**src/hdl/chained_hash_table_defines.svh**
```systemverilog
// Assertion macros for the chained hash table.
// Included by modules that carry concurrent checks; no other dependencies.
`ifndef CHAINED_HASH_TABLE_DEFINES_SVH
`define CHAINED_HASH_TABLE_DEFINES_SVH
`ifndef SYNTH
`define CHT_ASSERT(lbl, prop, msg) \
  lbl: assert property (@(posedge clk_i) disable iff (!rst_ni) (prop)) else $error(msg);
`define CHT_ASSERT_NEXT(lbl, ante, cons, msg) \
  lbl: assert property (@(posedge clk_i) disable iff (!rst_ni) (ante) |=> (cons)) else $error(msg);
`else
`define CHT_ASSERT(lbl, prop, msg)
`define CHT_ASSERT_NEXT(lbl, ante, cons, msg)
`endif
`endif

```
**src/hdl/cht_pkg.sv**
```systemverilog
// Shared constants and controller/datapath interface types for the hash table.
// No dependencies.
package cht_pkg;
  localparam int NUM_BUCKETS_DEF = 256;
  localparam int NUM_ENTRIES_DEF = 256;
  localparam int HASH_W          = 32;
  localparam int DATA_W          = 32;
  localparam int OP_W            = 2;
  localparam int CFG_IDX_W       = 2;
  localparam int CFG_DATA_W      = 9;
  localparam int DIV_STEPS       = 32;
  localparam int DIV_CNT_W       = 5;

  localparam logic [OP_W-1:0] OP_INSERT = 2'd0;
  localparam logic [OP_W-1:0] OP_REMOVE = 2'd1;
  localparam logic [OP_W-1:0] OP_GET    = 2'd2;

  localparam logic [CFG_IDX_W-1:0] CFG_BUCKET_COUNT = 2'd0;
  localparam logic [CFG_IDX_W-1:0] CFG_ALLOW_DUP    = 2'd1;

  typedef struct packed {
    logic clr_step;   // one step of the post-reset clearing pass
    logic load;       // capture request
    logic div_step;   // one remainder bit
    logic head_load;  // take bucket head as chain cursor
    logic advance;    // no match: prev <= cur, cur <= next
    logic unlink;     // match: splice out cur and release it
    logic pop;        // take a slot off the free stack
    logic put;        // write the new entry at the bucket head
    logic set_status; // pool exhausted
    logic set_found;  // get hit: latch data
  } cht_cmd_t;

  typedef struct packed {
    logic            clr_last;
    logic            div_last;
    logic            cur_none;
    logic            key_match;
    logic            head_none;
    logic            fc_zero;
    logic            dup;
    logic [OP_W-1:0] op;
  } cht_sts_t;
endpackage

```
**src/hdl/cht_ctrl.sv**
```systemverilog
// Controller state machine for the hash table: sequences clearing, remainder,
// chain walk and allocation. Uses cht_pkg and chained_hash_table_defines.svh.
`include "chained_hash_table_defines.svh"
module cht_ctrl (
  input  logic                         clk_i,
  input  logic                         rst_ni,
  input  logic                         start,
  input  logic [cht_pkg::OP_W-1:0]     opcode_i,
  input  cht_pkg::cht_sts_t            sts_i,
  output cht_pkg::cht_cmd_t            cmd_o,
  output logic                         busy,
  output logic                         done_o
);
  import cht_pkg::*;

  localparam logic [3:0] S_CLEAR = 4'd0;
  localparam logic [3:0] S_IDLE  = 4'd1;
  localparam logic [3:0] S_DIV   = 4'd2;
  localparam logic [3:0] S_HEAD  = 4'd3;
  localparam logic [3:0] S_HEADW = 4'd4;
  localparam logic [3:0] S_WALK  = 4'd5;
  localparam logic [3:0] S_CMP   = 4'd6;
  localparam logic [3:0] S_ALLOC = 4'd7;
  localparam logic [3:0] S_POPW  = 4'd8;
  localparam logic [3:0] S_PUT   = 4'd9;
  localparam logic [3:0] S_DONE  = 4'd10;

  logic [3:0] state_q, state_d;
  logic       walk_all, is_insert, is_get;

  assign is_insert = (sts_i.op == OP_INSERT);
  assign is_get    = (sts_i.op == OP_GET);
  assign walk_all  = (sts_i.op == OP_REMOVE) && sts_i.dup;

  always_comb begin
    state_d = state_q;
    cmd_o   = '0;
    unique case (state_q)
      S_CLEAR: begin
        cmd_o.clr_step = 1'b1;
        if (sts_i.clr_last) state_d = S_IDLE;
      end
      S_IDLE: begin
        if (start) begin
          cmd_o.load = 1'b1;
          state_d = (opcode_i == OP_INSERT || opcode_i == OP_REMOVE || opcode_i == OP_GET)
                    ? S_DIV : S_DONE;
        end
      end
      S_DIV: begin
        cmd_o.div_step = 1'b1;
        if (sts_i.div_last) state_d = S_HEAD;
      end
      S_HEAD: state_d = S_HEADW;
      S_HEADW: begin
        cmd_o.head_load = 1'b1;
        // with duplicates kept an insert skips the replacement walk
        state_d = (is_insert && (sts_i.dup || sts_i.head_none)) ? S_ALLOC : S_WALK;
      end
      S_WALK: begin
        if (sts_i.cur_none) state_d = is_insert ? S_ALLOC : S_DONE;
        else state_d = S_CMP;
      end
      S_CMP: begin
        if (!sts_i.key_match) begin
          cmd_o.advance = 1'b1;
          state_d = S_WALK;
        end else if (is_get) begin
          cmd_o.set_found = 1'b1;
          state_d = S_DONE;
        end else begin
          cmd_o.unlink = 1'b1;
          if (walk_all) state_d = S_WALK;
          else state_d = is_insert ? S_ALLOC : S_DONE;
        end
      end
      S_ALLOC: begin
        if (sts_i.fc_zero) begin
          cmd_o.set_status = 1'b1;
          state_d = S_DONE;
        end else begin
          cmd_o.pop = 1'b1;
          state_d = S_POPW;
        end
      end
      S_POPW: state_d = S_PUT;
      S_PUT: begin
        cmd_o.put = 1'b1;
        state_d = S_DONE;
      end
      S_DONE: state_d = S_IDLE;
      default: state_d = S_IDLE;
    endcase
  end

  always_ff @(posedge clk_i or negedge rst_ni) begin
    if (!rst_ni) state_q <= S_CLEAR;
    else state_q <= state_d;
  end

  assign busy   = (state_q != S_IDLE);
  assign done_o = (state_q == S_DONE);

  `CHT_ASSERT_NEXT(a_done_single, done_o, !done_o, "result strobe held longer than one cycle")
  `CHT_ASSERT_NEXT(a_accept_moves, start && !busy, busy, "request accepted but block stayed idle")
  `CHT_ASSERT(a_unlink_live, !cmd_o.unlink || !sts_i.cur_none, "unlink issued on empty cursor")
  `CHT_ASSERT(a_put_has_slot, !cmd_o.pop || !sts_i.fc_zero, "pop from an empty free stack")
endmodule

```
**config.mk**
```make
export PLATFORM = sky130hd
export DESIGN_NAME = cht_ctrl
export DESIGN_NICKNAME = d
export VERILOG_FILES = /design/src/hdl/cht_pkg.sv /design/src/hdl/cht_ctrl.sv
export VERILOG_INCLUDE_DIRS = /design/src /design/src/hdl
export SDC_FILE = /design/constraint.sdc
export NUM_CORES = 1
export LEC_CHECK = 0
export ABC_CLOCK_PERIOD_IN_PS = 1550
export BUFFER_PORTS_ARGS = -buffer_cell sky130_fd_sc_hd__buf_2
export CAP_MARGIN = 40
export CORE_AREA = 2 2 39 41
export CTS_BUF_LIST = sky130_fd_sc_hd__clkbuf_4
export CTS_CLUSTER_SIZE = 8
export DETAILED_ROUTE_END_ITERATION = 12
export DIE_AREA = 0 0 41 43
export PLACE_DENSITY = 0.81
export SLEW_MARGIN = 20
export SYNTH_ARGS = -nofsm -noshare
export SYNTH_HDL_FRONTEND = slang
export SYNTH_SLANG_ARGS = --single-unit
```
**constraint.sdc**
```tcl
create_clock -name clk_i -period 1.55 [get_ports clk_i]
set_input_delay 0.465 -clock clk_i [delete_from_list [all_inputs] [get_ports clk_i]]
set_output_delay 0.465 -clock clk_i [all_outputs]
set_load 0.005 [all_outputs]
```
# == Word-level counts from Yosys, hierarchy flattened ==
# Cells that the tools add are included.
# word_totals
ff_bits,4
latchBits,0
ram_bits,0
romBits,0
in_bits,14
output_inout_bits,12
wordCells,57
n_memories,0
# classes
add_sub_neg,0
mul,0
div_mod_pow,0
n_lt_le_gt_ge,0
eq_ne,18
shifts,0
mux,29
bitwise_logic,0
reduce_logical,9
# ops
operator,n
$pmux 4 s10,1
$mux 4,9
$eq 4x3->1 const B,4
$mux 1,16
$eq 4x4->1 const B,3
$eq 4x2->1 const B,2
$mux 2,3
$ne 2x2->1 const B,3
$eq 2x1->1 const B,2
$eq 2x2->1 const B,2
$eq 4x1->1 const B,1
$logic_not 2->1,2
$logic_not 4->1,1
$ne 4x1->1 const B,1
$logic_or 1x1->1,3
$reduce_and 3->1,1
$logic_and 1x1->1,2

# == Longest topological paths before layout ==
# Gate-level depths: netlist of the first run.
# depth
ltp_word,6
mapped_depth,6
ltp_nobuf,4

# == Least setup slack after synthesis of the first run ==
# Ideal clock, no wire load.
# synth_path
path_kind,reg-to-output
from,reg state_q[1]
to,out cmd_o[8] (netlist bit)
arrival_ns,1.022
t_required_ns,1.085
path_slack_ns,0.063
path_stages_with_launch,5
n_path_buf,2
path_cell_list,dfrtp_1 > buf_4 > buf_2 > nor2_1 > and3_1
# synth_rtl
element,line,rtl
"start, declared",cht_ctrl.sv:28,"logic [3:0] state_q, state_d;"
"start signal, assigned",cht_ctrl.sv:98,else state_q <= state_d;
"end, declared",cht_ctrl.sv:10,"output cht_pkg::cht_cmd_t cmd_o,"

==> flow_metrics.tcl, run 1 <==
set metrics [dict create \
    outcome "finished with violations" \
    violations "negative setup slack" \
    synthTopCellsByArea "dfrtp_1, a21oi_1, nor3_1, a211oi_1, nor2_1" \
    max_stage_delay_ps 390 \
    critPathMaxFanout 6 \
    dr.pass1.iters 4 \
    dieWidth_um 41 \
    maxCapViolCount 0 \
    dp_hpwl_um 1250 \
    ctsLongestPathBuffers 2 \
    wl_per_cell_um 14.1 \
    dpl.cell_count 119 \
    switching_power_mw 0.776 \
    port_buffers 25 \
    critical-path-top-delay-family "flip-flops" \
    postPlaceCellArea_um2 686 \
    antenna_found_initial 0 \
    rows 14 \
    clk_latency_ps 250 \
    ant_nets 0 \
    netlist_instances 74 \
    register_area_um2 103 \
    finalWirelength_um 1820 \
    largestRegisters "state_q (4)" \
    h-tree-depth 1 \
    track_usage 0.247 \
    cts_tree "built" \
    min_path_type "in -> async" \
    vias 718 \
    grt_max_degree 12 \
    final.fill_count 112 \
    syn_area_per_cell_um2 6.80 \
    ys.flop_type "dfrtp_1" \
    postSynth.asyncResetShare 1.00 \
    die_h_um 43 \
    coreArea_um2 1380 \
    ir_drop_uv 879 \
    setup-violations-final 12 \
    synth.largest_area_cell "dfrtp_1" \
    hold_viol 0 \
    seq_area_frac_synth 0.199 \
    grt_pass1_vias 655 \
    slew_headroom 0.828 \
    hold_buffers 0 \
    min_period_ps 1720 \
    maxSlewViolCount 0 \
    p_leak_nw 0.418 \
    top_register "state_q" \
    diodes 0 \
    cp_slowest_cell "dfrtp_1" \
    finalCritPeriodShare 1.11 \
    drive_gt1_frac 0.549 \
    synth_cell_types 29 \
    drc 0 \
    cp_data_required_time_ps 1080 \
    syn_nets 88 \
    swShare 0.448 \
    setup-tns-final_ps -1430 \
    clkSinkCount 4 \
    worst_slew_pin_slew_ps 255 \
    synth_area_um2 503 \
    skew_ps 8.58 \
    root_buffer "clkbuf_4" \
    intPower_mw 0.956 \
    die_area_um2 1760 \
    startpoint_type "flip-flop" \
    multiInputGateArea_um2 427 \
    initial_core_util 0.363 \
    gr-total-overflow 0 \
    rsz0062_at_grt "yes" \
    p_per_area_nw_per_um2 2000 \
    utilization 0.627 \
    worst_ep_arrival_time_ps 1260 \
    area_growth_pct 72.4 \
    cts_made_buffers 3 \
    ys_seq_elements 4 \
    fin_cells 129 \
    crit_chain "inv_1 > nand2_1 > nor3_1 > buf_2" \
    cts.clk_slew.worst_paths_ps 50 \
    final_cell_area_um2 867 \
    largest_reg_flops 4 \
    ios 26 \
    routabilityCongestion 0.846 \
    combPwrFrac 0.776 \
    drt_iter0_drc 19 \
    worst_slack_ps -172 \
    viasPerCell 5.57 \
    seqPwrFrac 0.138 \
    power.share.clock 0.086 \
    synth_edf_count 0 \
    grt_pass1_wl_um 2970 \
    worstSetupPathType "reg -> out" \
    yosys_warnings 0 \
    synth_top_area_frac 0.199 \
    path_buf_inv 2 \
    end_kind "output port" \
    fmax_ghz 0.581 \
    nNetsFinal 129 \
]
[path summary, 6_finish.rpt]
check | startpoint | depth (start not counted) | to | slack (ps)
max | state_q[0] | 4 | cmd_o[5] | -170
min | rst_ni | 1 | state_q[0] | 20
max in group asynchronous | rst_ni | 1 | state_q[3] | 1380
min in group clk_i | opcode_i[1] | 4 | state_q[3] | 600
min reg2reg | state_q[3] | 2 | state_q[2] | 680
max reg2reg | state_q[2] | 6 | state_q[0] | 0
[routing by layer]
metal / global-route usage / wire (µm)
met1: 0.335 / 757
met2: 0.366 / 913
met3: 0.0209 / 90
met4: 0.140 / 59
met5: 0 / 0
[Yosys cell counts (2+ instances only)]
cell and count:
a211oi_1 4, a21oi_1 7, buf_2 3, dfrtp_1 4
inv_1 4, nand2_1 4, nand2b_1 2, nand3_1 3
nor2_1 8, nor2b_1 3, nor3_1 6, nor3b_1 3
nor4_1 2, o21a_1 2, o21ai_0 5
[per-stage QoR]
step	hold slack [ps]	setup WS (ps)	power (mW)
6_report	15.6	-172	1.73
3_3_place_gp	273	38.5	1.13
3_5_place_dp	277	35.0	1.16
2_1_floorplan	169	62.6	0.825
5_1_grt	12.4	-250	1.85
4_1_cts	14.2	-166	1.61
[logic make-up (layout without fill, tap and decap cells)]
family                 count (synthesis)  in the layout  synth area share
AOI/OAI and AO/OA                     23             23             0.301
and+or+nand+nor                       36             36             0.376
buffers and inverters                 10             49             0.104
muxes                                  1              1            0.0199
DFF                                    4              4             0.199
[area by class of cell]
| type | count | share of cell area |
|---|---|---|
| repair buffers | 42 | 0.323 |
| inverters | 4 | 0.0173 |
| well taps | 16 | 0.0231 |
| clock buffers | 3 | 0.0260 |
| multi-input cells | 60 | 0.492 |
| flip-flops and latches | 4 | 0.118 |
[cells in the final DEF (no fill, tap or decap), drive strengths merged, types with 3 or more instances in the layout]
| cell | count |
|---|---|
| nand3 | 3 |
| nor3b | 3 |
| buf | 42 |
| dfrtp | 4 |
| nor3 | 6 |
| o21ai | 5 |
| nor2 | 8 |
| clkbuf | 3 |
| nand2 | 4 |
| a211oi | 4 |
| inv | 4 |
| a21oi | 7 |
| nor2b | 3 |
[power by group through the flow]
stage | registers (mW) | clock network, mW | logic [mW]
finish | 0.239 | 0.149 | 1.34
global route | 0.251 | 0.161 | 1.44
CTS | 0.232 | 0.144 | 1.24
detailed placement | 0.214 | 0 | 0.945
global placement | 0.213 | 0 | 0.917
floorplan | 0.189 | 0 | 0.636
[worst register-to-register path: cells and delay by family, from the launching register on]
family / cells / cell delay (ps)
DFF: 1 / 410
and+or+nand+nor: 2 / 400
AOI/OAI and AO/OA: 2 / 360
buffers and inverters: 2 / 270
[repair_timing]
item | CTS | global route
buffers inserted | 6 | 1
endpoints found under the setup margin | 12 | 14
pin swaps | 3 | 3
resized for setup | 17 | 4
Note: power is estimated with default switching activity, not from simulation.
==> run 2, diff against run 1 <==
HOLD_SLACK_MARGIN = 0.05   (was not set)
REMOVE_ABC_BUFFERS = 1   (was not set)
==> run 2 against run 1 <==
Effect of this change:
- sequential power is 10% lower
- core utilization is 0.18 points lower
- worst setup slack worse by 28 ps
- first-iteration DRC count increased by 32%
- final cell count increased by 2.3%
- critical endpoint is now cmd_o[0]
- combinational power is essentially flat
- highest routed layer unchanged
- the flow still finishes with violations (negative setup slack)
- flip-flop and latch count unchanged
- clock-buffer cell count did not move
- sequential share of layout area decreased by 0.26 points
- die area did not move
- critical path depth is the same
==> flow_metrics.tcl, run 2 (synthesized netlist as in run 1, its figures left out) <==
set metrics [dict create \
    port_buffers 25 \
    fin_cells 132 \
    cp_data_required_time_ps 1080 \
    track_usage 0.227 \
    slew_headroom 0.765 \
    end_kind "output port" \
    largest_reg_flops 4 \
    rsz0062_at_grt "yes" \
    setup-violations-final 13 \
    ir_drop_uv 768 \
    cp_slowest_cell "dfrtp_1" \
    power_mw 1.70 \
    cts_tree "built" \
    maxCapViolCount 0 \
    ios 26 \
    vias 737 \
    pre_cts_slack_ps 23.3 \
    drt_iter0_drc 25 \
    fmax_ghz 0.571 \
    max_stage_delay_ps 420 \
    top_register "state_q" \
    grt-busiest-layer "met2" \
    min_path_type "in -> async" \
    violations "negative setup slack" \
    nNetsFinal 132 \
    ctsLongestPathBuffers 2 \
    use_met3 0.0733 \
    dieWidth_um 41 \
    grt_max_degree 13 \
    final_common_cell "buf_2" \
    routabilityCongestion 0.880 \
    cts_made_buffers 3 \
    finalWirelength_um 1930 \
    viasPerCell 5.58 \
    outcome "finished with violations" \
    grt_pass1_vias 648 \
    initial_core_util 0.363 \
    worst_slack_ps -200 \
    startpoint_type "flip-flop" \
    clk_latency_ps 250 \
    dpl.cell_count 117 \
    h-tree-depth 1 \
    crit_chain "nor2b_2 > nand3_2 > nor3b_2 > buf_2" \
    min_period_ps 1750 \
    worst_slew_pin_slew_ps 350 \
    root_buffer "clkbuf_4" \
    dp_hpwl_um 1230 \
    ant_nets 0 \
    coreArea_um2 1380 \
    antenna_found_initial 0 \
    clkSinkCount 4 \
    area_growth_pct 71.9 \
    worst_ep_arrival_time_ps 1290 \
    p_leak_nw 0.424 \
    diodes 0 \
    wl_per_cell_um 14.6 \
    maxSlewViolCount 0 \
    gr-total-overflow 0 \
    final_cell_mix "buf_2, buf_4, a21oi_1" \
    dr.pass1.iters 4 \
    skew_ps 5.50 \
    met2_usage 0.363 \
    p_per_area_nw_per_um2 1960 \
    cts.clk_slew.worst_paths_ps 50 \
    critPathMaxFanout 3 \
    grtUsageMet1 0.244 \
    rows 14 \
    worstSetupPathType "reg -> out" \
    grt_pass1_wl_um 2650 \
    hold_viol 0 \
    largestRegisters "state_q (4)" \
    finalCritPeriodShare 1.13 \
    drc 0 \
    drive_gt1_frac 0.526 \
    die_area_um2 1760 \
    die_h_um 43 \
]
[run 2: cell types whose count changed in the layout (fill, tap and decap cells not counted), sizes merged]
cell,change
buf,+2
dlygate4sd3,+1
[run 2: where the power goes]
group | leakage [nW] | total (mW) | internal [mW] | switching (mW)
registers | 0.0508 | 0.214 | 0.158 | 0.0555
logic | 0.359 | 1.34 | 0.675 | 0.663
clock network | 0.0138 | 0.144 | 0.0875 | 0.0563
[run 2: layout make-up]
class | instances | area [µm²]
flip-flops and latches | 4 | 100
repair buffers | 45 | 293
multi-input cells | 60 | 414
clock buffers | 3 | 22.5
well taps | 16 | 20.0
inverters | 4 | 15.0
fillers | 123 | 519
[run 2: worst paths after layout]
check,from,endpoint,slack (ps),cells past startpoint
hold / removal,rst_ni,state_q[0],560,2
min in group clk_i,opcode_i[0],state_q[3],650,4
hold reg to reg,state_q[3],state_q[0],720,3
setup / recovery,state_q[2],cmd_o[0],-200,4
setup reg to reg,state_q[2],state_q[0],-40,6
max in group asynchronous,rst_ni,state_q[3],860,2
[run 2: repair_timing]
| item | 4_1_cts | 5_1_grt |
|---|---|---|
| resized for setup | 8 | 10 |
| endpoints found under the setup margin | 12 | 13 |
| buffers inserted | 2 | 9 |
| pin swaps | 2 | 4 |
| endpoints found under the hold margin | 4 | 0 |
| hold buffers | 1 | 0 |
[run 2: worst max-delay path, delay by kind of cell (launching register included)]
kind | cells | cell delay [ps]
flip-flops | 1 | 420
AND/OR/NAND/NOR | 3 | 500
buffers and inverters | 1 | 120
[run 2: metal layers]
layer | wire length (µm) | share of wire
met5 | 0 | 0
met4 | 93 | 0.048
met3 | 119 | 0.062
met2 | 960 | 0.50
met1 | 757 | 0.39
[run 2: stage by stage]
step                cell area, µm²  utilization  setup TNS, ps  hold WS, ps
floorplan                      465            -          -45.1          169
global route                   865        0.625          -2230          584
detailed placement             671        0.485              0          274
CTS                            759        0.549          -1350          558
finish                         865        0.625          -1480          560
global placement               671        0.485              0          274
